==> config.mk <==
export PLATFORM = sky130hd
export DESIGN_NAME = dual_encoder_detent_counter
export DESIGN_NICKNAME = d
export VERILOG_FILES = /design/src/design/dedc_pkg.sv /design/src/design/dedc_phase_tracker.sv /design/src/design/dedc_count_update.sv /design/src/design/dedc_out_buf.sv /design/src/design/dual_encoder_detent_counter.sv
export SDC_FILE = /design/constraint.sdc
export NUM_CORES = 1
export LEC_CHECK = 0
export BUFFER_PORTS_ARGS = -buffer_cell sky130_fd_sc_hd__buf_2
export CORE_ASPECT_RATIO = 1.4
export CORE_UTILIZATION = 55
export DETAILED_ROUTE_END_ITERATION = 12
export PLACE_DENSITY_LB_ADDON = 0.3
export SLEW_MARGIN = 30
export SYNTH_ARGS = -nofsm -noshare
export SYNTH_HDL_FRONTEND = slang
export SYNTH_SLANG_ARGS = --single-unit
==> constraint.sdc <==
create_clock -name clock -period 19.75 [get_ports clock]
set_clock_uncertainty 0.15 [all_clocks]
set_input_delay 2.9625 -clock clock [delete_from_list [all_inputs] [get_ports clock]]
set_output_delay 2.9625 -clock clock [all_outputs]
set_load 0.02 [all_outputs]
==> src/design/dedc_pkg.sv <==
package dedc_pkg;

   localparam int COUNT_WIDTH_DEFAULT = 10;

   localparam int STEP_WIDTH  = 4;
   localparam int LIMIT_WIDTH = 10;
   localparam int OUT_COUNT_WIDTH = 10;
   localparam int CSR_INDEX_WIDTH = 2;
   localparam int CSR_DATA_WIDTH  = 10;
   localparam int REQ_DATA_WIDTH  = 8;
   localparam int RSP_DATA_WIDTH  = 16;

   localparam logic [1:0] REST_PHASE = 2'd3;

   localparam logic [CSR_INDEX_WIDTH-1:0] CSR_RIGHT_STEP  = 2'd0;
   localparam logic [CSR_INDEX_WIDTH-1:0] CSR_LEFT_STEP   = 2'd1;
   localparam logic [CSR_INDEX_WIDTH-1:0] CSR_COUNT_LIMIT = 2'd2;

   localparam logic [STEP_WIDTH-1:0]  RIGHT_STEP_RESET  = 4'd1;
   localparam logic [STEP_WIDTH-1:0]  LEFT_STEP_RESET   = 4'd2;
   localparam logic [LIMIT_WIDTH-1:0] COUNT_LIMIT_RESET = 10'd1023;

   // Step requests of one encoder as seen in the current item, before clearing.
   typedef struct packed {
      logic up;
      logic down;
      logic rest;
   } step_req_type;

   // Result item, count in the lowest bits.
   typedef struct packed {
      logic                       right_at_rest;
      logic                       left_at_rest;
      logic [OUT_COUNT_WIDTH-1:0] count;
   } rsp_item_type;

endpackage

==> src/design/dedc_phase_tracker.sv <==
module dedc_phase_tracker (
   input  logic                clock,
   input  logic                reset,
   input  logic                accept,
   input  logic [1:0]          phase,
   output dedc_pkg::step_req_type req
);
   import dedc_pkg::*;

   logic [1:0] last_phase_ff;
   logic       up_ff;
   logic       down_ff;
   logic       up_in;
   logic       down_in;
   logic       rest;
   logic       up_seen;
   logic       down_seen;

   always_comb begin
      rest = (phase == REST_PHASE);
      down_seen = ((phase == 2'd1) && (last_phase_ff == 2'd3)) ||
                  ((phase == 2'd0) && (last_phase_ff == 2'd1)) ||
                  ((phase == 2'd2) && (last_phase_ff == 2'd0));
      up_seen   = ((phase == 2'd2) && (last_phase_ff == 2'd3)) ||
                  ((phase == 2'd0) && (last_phase_ff == 2'd2)) ||
                  ((phase == 2'd1) && (last_phase_ff == 2'd0));
      req.rest = rest;
      req.up   = up_ff   | (!rest & up_seen);
      req.down = down_ff | (!rest & down_seen);
      // A request is consumed in the item that finds the encoder at rest.
      up_in   = rest ? 1'b0 : req.up;
      down_in = rest ? 1'b0 : req.down;
   end

   always_ff @(posedge clock) begin
      if (reset) begin
         last_phase_ff <= 2'd0;
         up_ff         <= 1'b0;
         down_ff       <= 1'b0;
      end else if (accept) begin
         last_phase_ff <= phase;
         up_ff         <= up_in;
         down_ff       <= down_in;
      end
   end

endmodule

==> src/design/dedc_count_update.sv <==
module dedc_count_update #(
   parameter int COUNT_WIDTH = dedc_pkg::COUNT_WIDTH_DEFAULT
) (
   input  logic                                  clock,
   input  logic                                  reset,
   input  logic                                  accept,
   input  dedc_pkg::step_req_type                right_req,
   input  dedc_pkg::step_req_type                left_req,
   input  logic [dedc_pkg::STEP_WIDTH-1:0]       right_step,
   input  logic [dedc_pkg::STEP_WIDTH-1:0]       left_step,
   input  logic [dedc_pkg::LIMIT_WIDTH-1:0]      count_limit,
   output logic [COUNT_WIDTH-1:0]                count_next
);
   import dedc_pkg::*;

   localparam int LW = (COUNT_WIDTH > LIMIT_WIDTH) ? COUNT_WIDTH : LIMIT_WIDTH;

   logic [COUNT_WIDTH-1:0] count_ff;
   logic [COUNT_WIDTH-1:0] count_in;
   logic [COUNT_WIDTH-1:0] limit;
   logic [LW-1:0]          limit_wide;
   logic [LW-1:0]          mask_wide;
   logic [COUNT_WIDTH-1:0] c1;
   logic [COUNT_WIDTH-1:0] c2;
   logic [COUNT_WIDTH-1:0] c3;

   function automatic logic [COUNT_WIDTH-1:0] step_up(
      input logic [COUNT_WIDTH-1:0] value,
      input logic [STEP_WIDTH-1:0]  step,
      input logic [COUNT_WIDTH-1:0] lim
   );
      logic [COUNT_WIDTH:0] sum;
      sum = (COUNT_WIDTH+1)'(value) + (COUNT_WIDTH+1)'(step);
      return (sum > (COUNT_WIDTH+1)'(lim)) ? '0 : sum[COUNT_WIDTH-1:0];
   endfunction

   function automatic logic [COUNT_WIDTH-1:0] step_down(
      input logic [COUNT_WIDTH-1:0] value,
      input logic [STEP_WIDTH-1:0]  step,
      input logic [COUNT_WIDTH-1:0] lim
   );
      logic [COUNT_WIDTH-1:0] step_ext;
      step_ext = COUNT_WIDTH'(step);
      return (step_ext > value) ? lim : value - step_ext;
   endfunction

   always_comb begin
      limit_wide = LW'(count_limit);
      mask_wide  = LW'({COUNT_WIDTH{1'b1}});
      limit = (limit_wide > mask_wide) ? COUNT_WIDTH'(mask_wide)
                                       : COUNT_WIDTH'(limit_wide);

      // Right encoder first, then left; up before down within one encoder.
      c1 = (right_req.rest && right_req.up)   ? step_up(count_ff, right_step, limit) : count_ff;
      c2 = (right_req.rest && right_req.down) ? step_down(c1, right_step, limit)     : c1;
      c3 = (left_req.rest && left_req.up)     ? step_up(c2, left_step, limit)        : c2;
      count_next = (left_req.rest && left_req.down) ? step_down(c3, left_step, limit) : c3;
      count_in = accept ? count_next : count_ff;
   end

   always_ff @(posedge clock) begin
      if (reset) begin
         count_ff <= '0;
      end else begin
         count_ff <= count_in;
      end
   end

endmodule

==> src/design/dedc_out_buf.sv <==
module dedc_out_buf (
   input  logic                   clock,
   input  logic                   reset,
   input  logic                   push,
   input  dedc_pkg::rsp_item_type push_item,
   output logic                   push_ready,
   output logic                   out_valid,
   input  logic                   out_ready,
   output dedc_pkg::rsp_item_type out_item
);
   import dedc_pkg::*;

   logic         main_valid_ff;
   logic         main_valid_in;
   logic         skid_valid_ff;
   logic         skid_valid_in;
   rsp_item_type main_item_ff;
   rsp_item_type main_item_in;
   rsp_item_type skid_item_ff;
   rsp_item_type skid_item_in;
   logic         pop;

   always_comb begin
      pop           = main_valid_ff && out_ready;
      main_valid_in = main_valid_ff;
      skid_valid_in = skid_valid_ff;
      main_item_in  = main_item_ff;
      skid_item_in  = skid_item_ff;
      if (skid_valid_ff) begin
         if (pop) begin
            main_item_in  = skid_item_ff;
            skid_valid_in = 1'b0;
         end
      end else if (push) begin
         if (main_valid_ff && !pop) begin
            skid_item_in  = push_item;
            skid_valid_in = 1'b1;
         end else begin
            main_item_in  = push_item;
            main_valid_in = 1'b1;
         end
      end else if (pop) begin
         main_valid_in = 1'b0;
      end
      push_ready = !skid_valid_ff;
      out_valid  = main_valid_ff;
      out_item   = main_item_ff;
   end

   always_ff @(posedge clock) begin
      if (reset) begin
         main_valid_ff <= 1'b0;
         skid_valid_ff <= 1'b0;
      end else begin
         main_valid_ff <= main_valid_in;
         skid_valid_ff <= skid_valid_in;
      end
   end

   always_ff @(posedge clock) begin
      main_item_ff <= main_item_in;
      skid_item_ff <= skid_item_in;
   end

endmodule

==> src/design/dual_encoder_detent_counter.sv <==
// A result item is registered into the output buffer when its input is accepted.
// One item per cycle unless the buffer is full; the count loops in one register.
// A two-entry output buffer keeps input accepted while one result waits.
// Reset (synchronous, active high) clears the count, the phase history, the
// pending requests and the output buffer, and restores the register defaults.
module dual_encoder_detent_counter #(
   parameter int COUNT_WIDTH = dedc_pkg::COUNT_WIDTH_DEFAULT
) (
   input  logic                                    clock,
   input  logic                                    reset,
   input  logic                                    req_tvalid,
   output logic                                    req_tready,
   // [1:0] left_phase, [3:2] right_phase, [7:4] zero
   input  logic [dedc_pkg::REQ_DATA_WIDTH-1:0]     req_tdata,
   output logic                                    rsp_tvalid,
   input  logic                                    rsp_tready,
   // [9:0] count, [10] left_at_rest, [11] right_at_rest, [15:12] zero
   output logic [dedc_pkg::RSP_DATA_WIDTH-1:0]     rsp_tdata,
   input  logic                                    csr_valid,
   output logic                                    csr_ready,
   input  logic [dedc_pkg::CSR_INDEX_WIDTH-1:0]    csr_index,
   input  logic [dedc_pkg::CSR_DATA_WIDTH-1:0]     csr_wdata
);
   import dedc_pkg::*;

   logic [STEP_WIDTH-1:0]  right_step_ff;
   logic [STEP_WIDTH-1:0]  left_step_ff;
   logic [LIMIT_WIDTH-1:0] count_limit_ff;
   logic                   accept;
   step_req_type           left_req;
   step_req_type           right_req;
   logic [COUNT_WIDTH-1:0] count_next;
   rsp_item_type           result;
   rsp_item_type           out_item;

   assign csr_ready = 1'b1;

   always_ff @(posedge clock) begin
      if (reset) begin
         right_step_ff  <= RIGHT_STEP_RESET;
         left_step_ff   <= LEFT_STEP_RESET;
         count_limit_ff <= COUNT_LIMIT_RESET;
      end else if (csr_valid && csr_ready) begin
         unique case (csr_index)
            CSR_RIGHT_STEP:  right_step_ff  <= csr_wdata[STEP_WIDTH-1:0];
            CSR_LEFT_STEP:   left_step_ff   <= csr_wdata[STEP_WIDTH-1:0];
            CSR_COUNT_LIMIT: count_limit_ff <= csr_wdata[LIMIT_WIDTH-1:0];
            default: begin
            end
         endcase
      end
   end

   assign accept = req_tvalid && req_tready;

   dedc_phase_tracker u_left (
      .clock  (clock),
      .reset  (reset),
      .accept (accept),
      .phase  (req_tdata[1:0]),
      .req    (left_req)
   );

   dedc_phase_tracker u_right (
      .clock  (clock),
      .reset  (reset),
      .accept (accept),
      .phase  (req_tdata[3:2]),
      .req    (right_req)
   );

   dedc_count_update #(
      .COUNT_WIDTH (COUNT_WIDTH)
   ) u_count (
      .clock       (clock),
      .reset       (reset),
      .accept      (accept),
      .right_req   (right_req),
      .left_req    (left_req),
      .right_step  (right_step_ff),
      .left_step   (left_step_ff),
      .count_limit (count_limit_ff),
      .count_next  (count_next)
   );

   always_comb begin
      result.count         = OUT_COUNT_WIDTH'(count_next);
      result.left_at_rest  = left_req.rest;
      result.right_at_rest = right_req.rest;
   end

   dedc_out_buf u_out (
      .clock      (clock),
      .reset      (reset),
      .push       (accept),
      .push_item  (result),
      .push_ready (req_tready),
      .out_valid  (rsp_tvalid),
      .out_ready  (rsp_tready),
      .out_item   (out_item)
   );

   assign rsp_tdata = RSP_DATA_WIDTH'(out_item);

   a_ready_after_reset: assert property (@(posedge clock)
      reset |=> (req_tready && !rsp_tvalid))
      else $error("buffer not empty after reset");

   a_stall_means_full: assert property (@(posedge clock) disable iff (reset)
      !req_tready |-> rsp_tvalid)
      else $error("input stalled while no result is offered");

   a_result_follows: assert property (@(posedge clock) disable iff (reset)
      (accept && !rsp_tvalid) |=> rsp_tvalid)
      else $error("accepted item produced no result");

   a_left_rest_result: assert property (@(posedge clock) disable iff (reset)
      (accept && !rsp_tvalid && (req_tdata[1:0] == REST_PHASE)) |=> rsp_tdata[10])
      else $error("left rest phase not reported");

endmodule

==> metrics.md <==
| Metric | Value |
|---|---|
| Status | finished, final reports clean |
| Synth top area cells | dfxtp_1, edfxtp_1, ha_1, nor2_1, a21oi_1 |
| EDFF count, synth | 24 |
| Class of the most critical setup path | reg2reg |
| Yosys top cell area share | ~14% |
| Bufs on Longest Clock Path | 2 |
| TritonCTS Buffers | 9 |
| CTS H-tree lvls | 3 |
| DRC viols | 0 |
| Simple-gate share of the synthesized area | between 20% and 30% |
| Yosys warning count | 0 |
| Net Sw Frac | a little under a third |
| FF+latch count, synth | 62 |
| Worst R2R Start | right_step_ff[0] |
| Slowest stage delay, CP | 0.56 ns |
| GRT met1 Usage | ~38% |
| Most used cell, CP | ha_1 |
| Drt via density | about 6.5 |
| Yosys top cell by area | dfxtp_1 |
| Post-DP HPWL | approximately 12000 um |
| Routed WL | around 16000 um |
| Placed cells | 802 |
| Synth Area in Compound Gates | between 20% and 30% |
| PD cells | 71.74 mW/mm2 |
| Largest family of logic cells by synthesized area | compound AO/OA/AOI/OAI gates |
| Cell Count, Final, Fillers Out | around 820 |
| Cell variety after synth | 86 |
| Die extent in x | 86.24 um |
| HP Start | u_right.last_phase_ff[0] |
| Top Usage Layer GRT | met2 |
| I/O pin count | 44 |
| GRT Total Usage | 31.63% |
| TritonCTS clock tree | built |
| Delay-heaviest family, CP | compound AO/OA/AOI/OAI gates |
| Worst setup path start | right_step_ff[0] |
| Global routing usage on met3 | 5.708% |
| Largest net degree at the start of global routing | 40 |
| # setup viols final | 0 |
| Clock slew at reported path FFs | approximately 0.060 ns |
| DRT Pass-1 Iters | 6 |
| Clock Power Share | 40.1% |
| Syn Inst Count | 666 |
| Antenna violations before repair | 0 |
| XOR/XNOR Fraction of Synth Area | 4.488% |
| DR iter-0 viols | 410 |
| Seq/Total Area, Yosys | approximately 27% |
| DIE AREA | 0.01034 mm2 |
| Routed len/inst | a little under 20 um |
| CTS Sinks | slightly above 60 |
| Static Leakage | around 2.5 nW |
| CP endpoint kind | flop |
| Main synth FF type | dfxtp_1 |
| CP Data Arrival Time | roughly 14 ns |
| Synth Area per Inst | between 8 and 9 um2 |
| Number of hold buffers added after cts | 0 |
| Vias in the first global route | 5217 |
| CP required | approximately 20 ns |
| Grt ovf | 0 |
| Startpoint types | flop |
| Fillcell total | just under 900 |
| Adder-cell share of the synthesized area | ~9% |
| Area Overhead vs Synth | 9.343% |
| Met2 usage | between 50% and 60% |
| Max_cap viols | 0 |
| Clk_lat worst skew | approximately 0.34 ns |
| Setup TNS | 0 ns |
| Clk root buf | clkbuf_16 |
| Crit-path max FO | 11 |
| Worst Max-Slew Pin Slew | approximately 0.87 ns |
| ANT cells | 0 |
| First-pass GRT wire length | around 25000 um |
| Buf+Inv Stages, Crit Path | 3 |
| Sw Pwr | around 0.14 mW |
| Resized Gates After CTS | 0 |
| Initial core utilization | 57.13% |
| Final core utilization | a little over three fifths |
| Hold Crit Class | reg2reg |
| Nets | ~740 |
| Rows | 42 |
| Mux share of post-synthesis cell area | approximately 3.2% |
| Max-slew violation count | 0 |
| Rel. slew slack | 41.43% |
| Max VDD drop | approximately 0.061 mV |
| FMAX | 71.31 MHz |
| GP Congestion | around 0.97 |
| Core ar. | about 0.0096 mm2 |
| Port Buffer Count | 34 |
| Post-DRT Antenna Nets | 0 |
| Comb pwr share | about a quarter |
| Hold Fails Final Rpt | 0 |
| Mapped cell area | between 0.005 and 0.006 mm2 |
| Unrepaired setup endpoints after global routing | false |
| Share of layout cells above drive strength 1 | roughly 14% |
| Via count | approximately 5300 |
| Post-route minimum period | 14.02 ns |
| Ys async rst share | 0% |
| Die H | about 120 um |
| Post-CTS setup buffers | 0 |
| Post-route clock period utilization | about 71% |
| Slowest-stage cell, CP | a2111oi_0 |
| Seq pwr share | about a third |
| Internal power | 0.2925 mW |
## power by group through the flow
stage	registers [mW]	logic, mW	clock network, mW
final	0.150	0.107	0.172
after global routing	0.151	0.117	0.178
after CTS	0.150	0.105	0.172
after detailed placement	0.152	0.104	0
after global placement	0.152	0.101	0
after floorplan	0.152	0.0770	0
## synthesized netlist by cell type, types with 6 or more instances
| library cell | count |
|---|---|
| nor2_1 | 70 |
| nand2_1 | 52 |
| a21oi_1 | 40 |
| inv_1 | 40 |
| dfxtp_1 | 38 |
| ha_1 | 33 |
| edfxtp_1 | 24 |
| o21ai_0 | 22 |
| clkbuf_1 | 21 |
| nand3_1 | 20 |
| a211o_1 | 19 |
| xnor2_1 | 18 |
| a211oi_1 | 15 |
| nor3_1 | 15 |
| a21o_1 | 13 |
| nor2b_1 | 12 |
| a31oi_1 | 10 |
| and3_1 | 10 |
| xor2_1 | 10 |
| nand4_1 | 9 |
| buf_4 | 8 |
| mux2_2 | 8 |
| o21a_1 | 8 |
| mux2i_1 | 7 |
| nand2b_1 | 7 |
| nand3b_1 | 7 |
| o211ai_1 | 7 |
| o21ai_1 | 7 |
| o31ai_1 | 6 |
## path summary, 6_finish.rpt
| kind | cells past startpoint | end | slack, ns |
|---|---|---|---|
| worst min register to register | 2 | u_right.last_phase_ff[0] | 0.35 |
| worst min-delay path | 2 | u_right.last_phase_ff[0] | 0.35 |
| worst max-delay path | 56 | u_out.out_item[4] | 5.73 |
| worst max register to register | 56 | u_out.out_item[4] | 5.73 |
## state kept, by name, indices dropped and copies added (netlist names)
register / count
count_limit_ff: 10
u_right.down_ff: 1
u_left.down_ff: 1
u_out.skid_item_ff: 12
u_left.last_phase_ff: 2
left_step_ff: 4
u_out.skid_valid_ff: 1
u_out.out_item: 12
u_right.up_ff: 1
u_out.out_valid: 1
u_count.count_ff: 10
u_left.up_ff: 1
u_right.last_phase_ff: 2
right_step_ff: 4
## final cells by class
| type | instances | area (um2) | share of cell area, % |
|---|---|---|---|
| well taps | 132 | 165.2 | 2.764 |
| inverters | 40 | 150.1 | 2.513 |
| repair buffers | 36 | 185.2 | 3.099 |
| flip-flops and latches | 62 | 1481 | 24.80 |
| multi-input cells | 532 | 3677 | 61.55 |
| clock inverters | 6 | 86.33 | 1.445 |
| clock buffers | 10 | 229.0 | 3.832 |
## cell families after synthesis
| group | count (synthesis) |
|---|---|
| and+or+nand+nor | 237 |
| AOI/OAI and AO/OA | 209 |
| buffers and inverters | 75 |
| DFF | 62 |
| adders and majority gates | 37 |
| xor gates and xnor gates | 28 |
| muxes | 16 |
| other | 2 |
## layer usage
metal | part of all wire, % | wire length, um
met3 | 5.6 | 892
met1 | 41 | 6449
met2 | 48 | 7662
met5 | 0 | 0
met4 | 5.0 | 795
## through the flow
step           hold WS (ns)  total power [mW]  cell area [um2]  setup slack (ns)
2_1_floorplan        0.3233            0.2293             5475             7.960
3_3_place_gp         0.3360            0.2527             5650             6.184
3_5_place_dp         0.3456            0.2563             5654             6.017
4_1_cts              0.3539            0.4271             5969             5.973
5_1_grt              0.3731            0.4458             5974             4.912
6_report             0.3536            0.4286             5974             5.726
## worst register-to-register path: cells and delay by family (launching register included)
| family | cells | cell delay (ns) |
|---|---|---|
| compound gates | 25 | 6.97 |
| xor+xnor | 2 | 0.34 |
| simple gates | 16 | 2.72 |
| buf+inv | 3 | 0.22 |
| mux | 2 | 0.54 |
| fa+ha+maj | 8 | 2.43 |
| flops | 1 | 0.40 |
## layout by cell type (no fill, tap or decap), types with 8 or more instances in the layout
| cell | instances |
|---|---|
| a31oi_1 | 10 |
| a21oi_1 | 39 |
| xnor2_1 | 18 |
| buf_2 | 34 |
| dfxtp_1 | 38 |
| ha_1 | 33 |
| and3_1 | 10 |
| nand3_1 | 20 |
| a211oi_1 | 15 |
| nor2_1 | 70 |
| edfxtp_1 | 24 |
| o21a_1 | 8 |
| nand4_1 | 9 |
| mux2_2 | 8 |
| clkbuf_16 | 9 |
| nor3_1 | 15 |
| inv_1 | 40 |
| a21o_1 | 13 |
| nor2b_1 | 12 |
| nand2_1 | 52 |
| o21ai_0 | 22 |
| a211o_1 | 19 |
| xor2_1 | 10 |
Note: power is estimated with default switching activity, not from simulation.
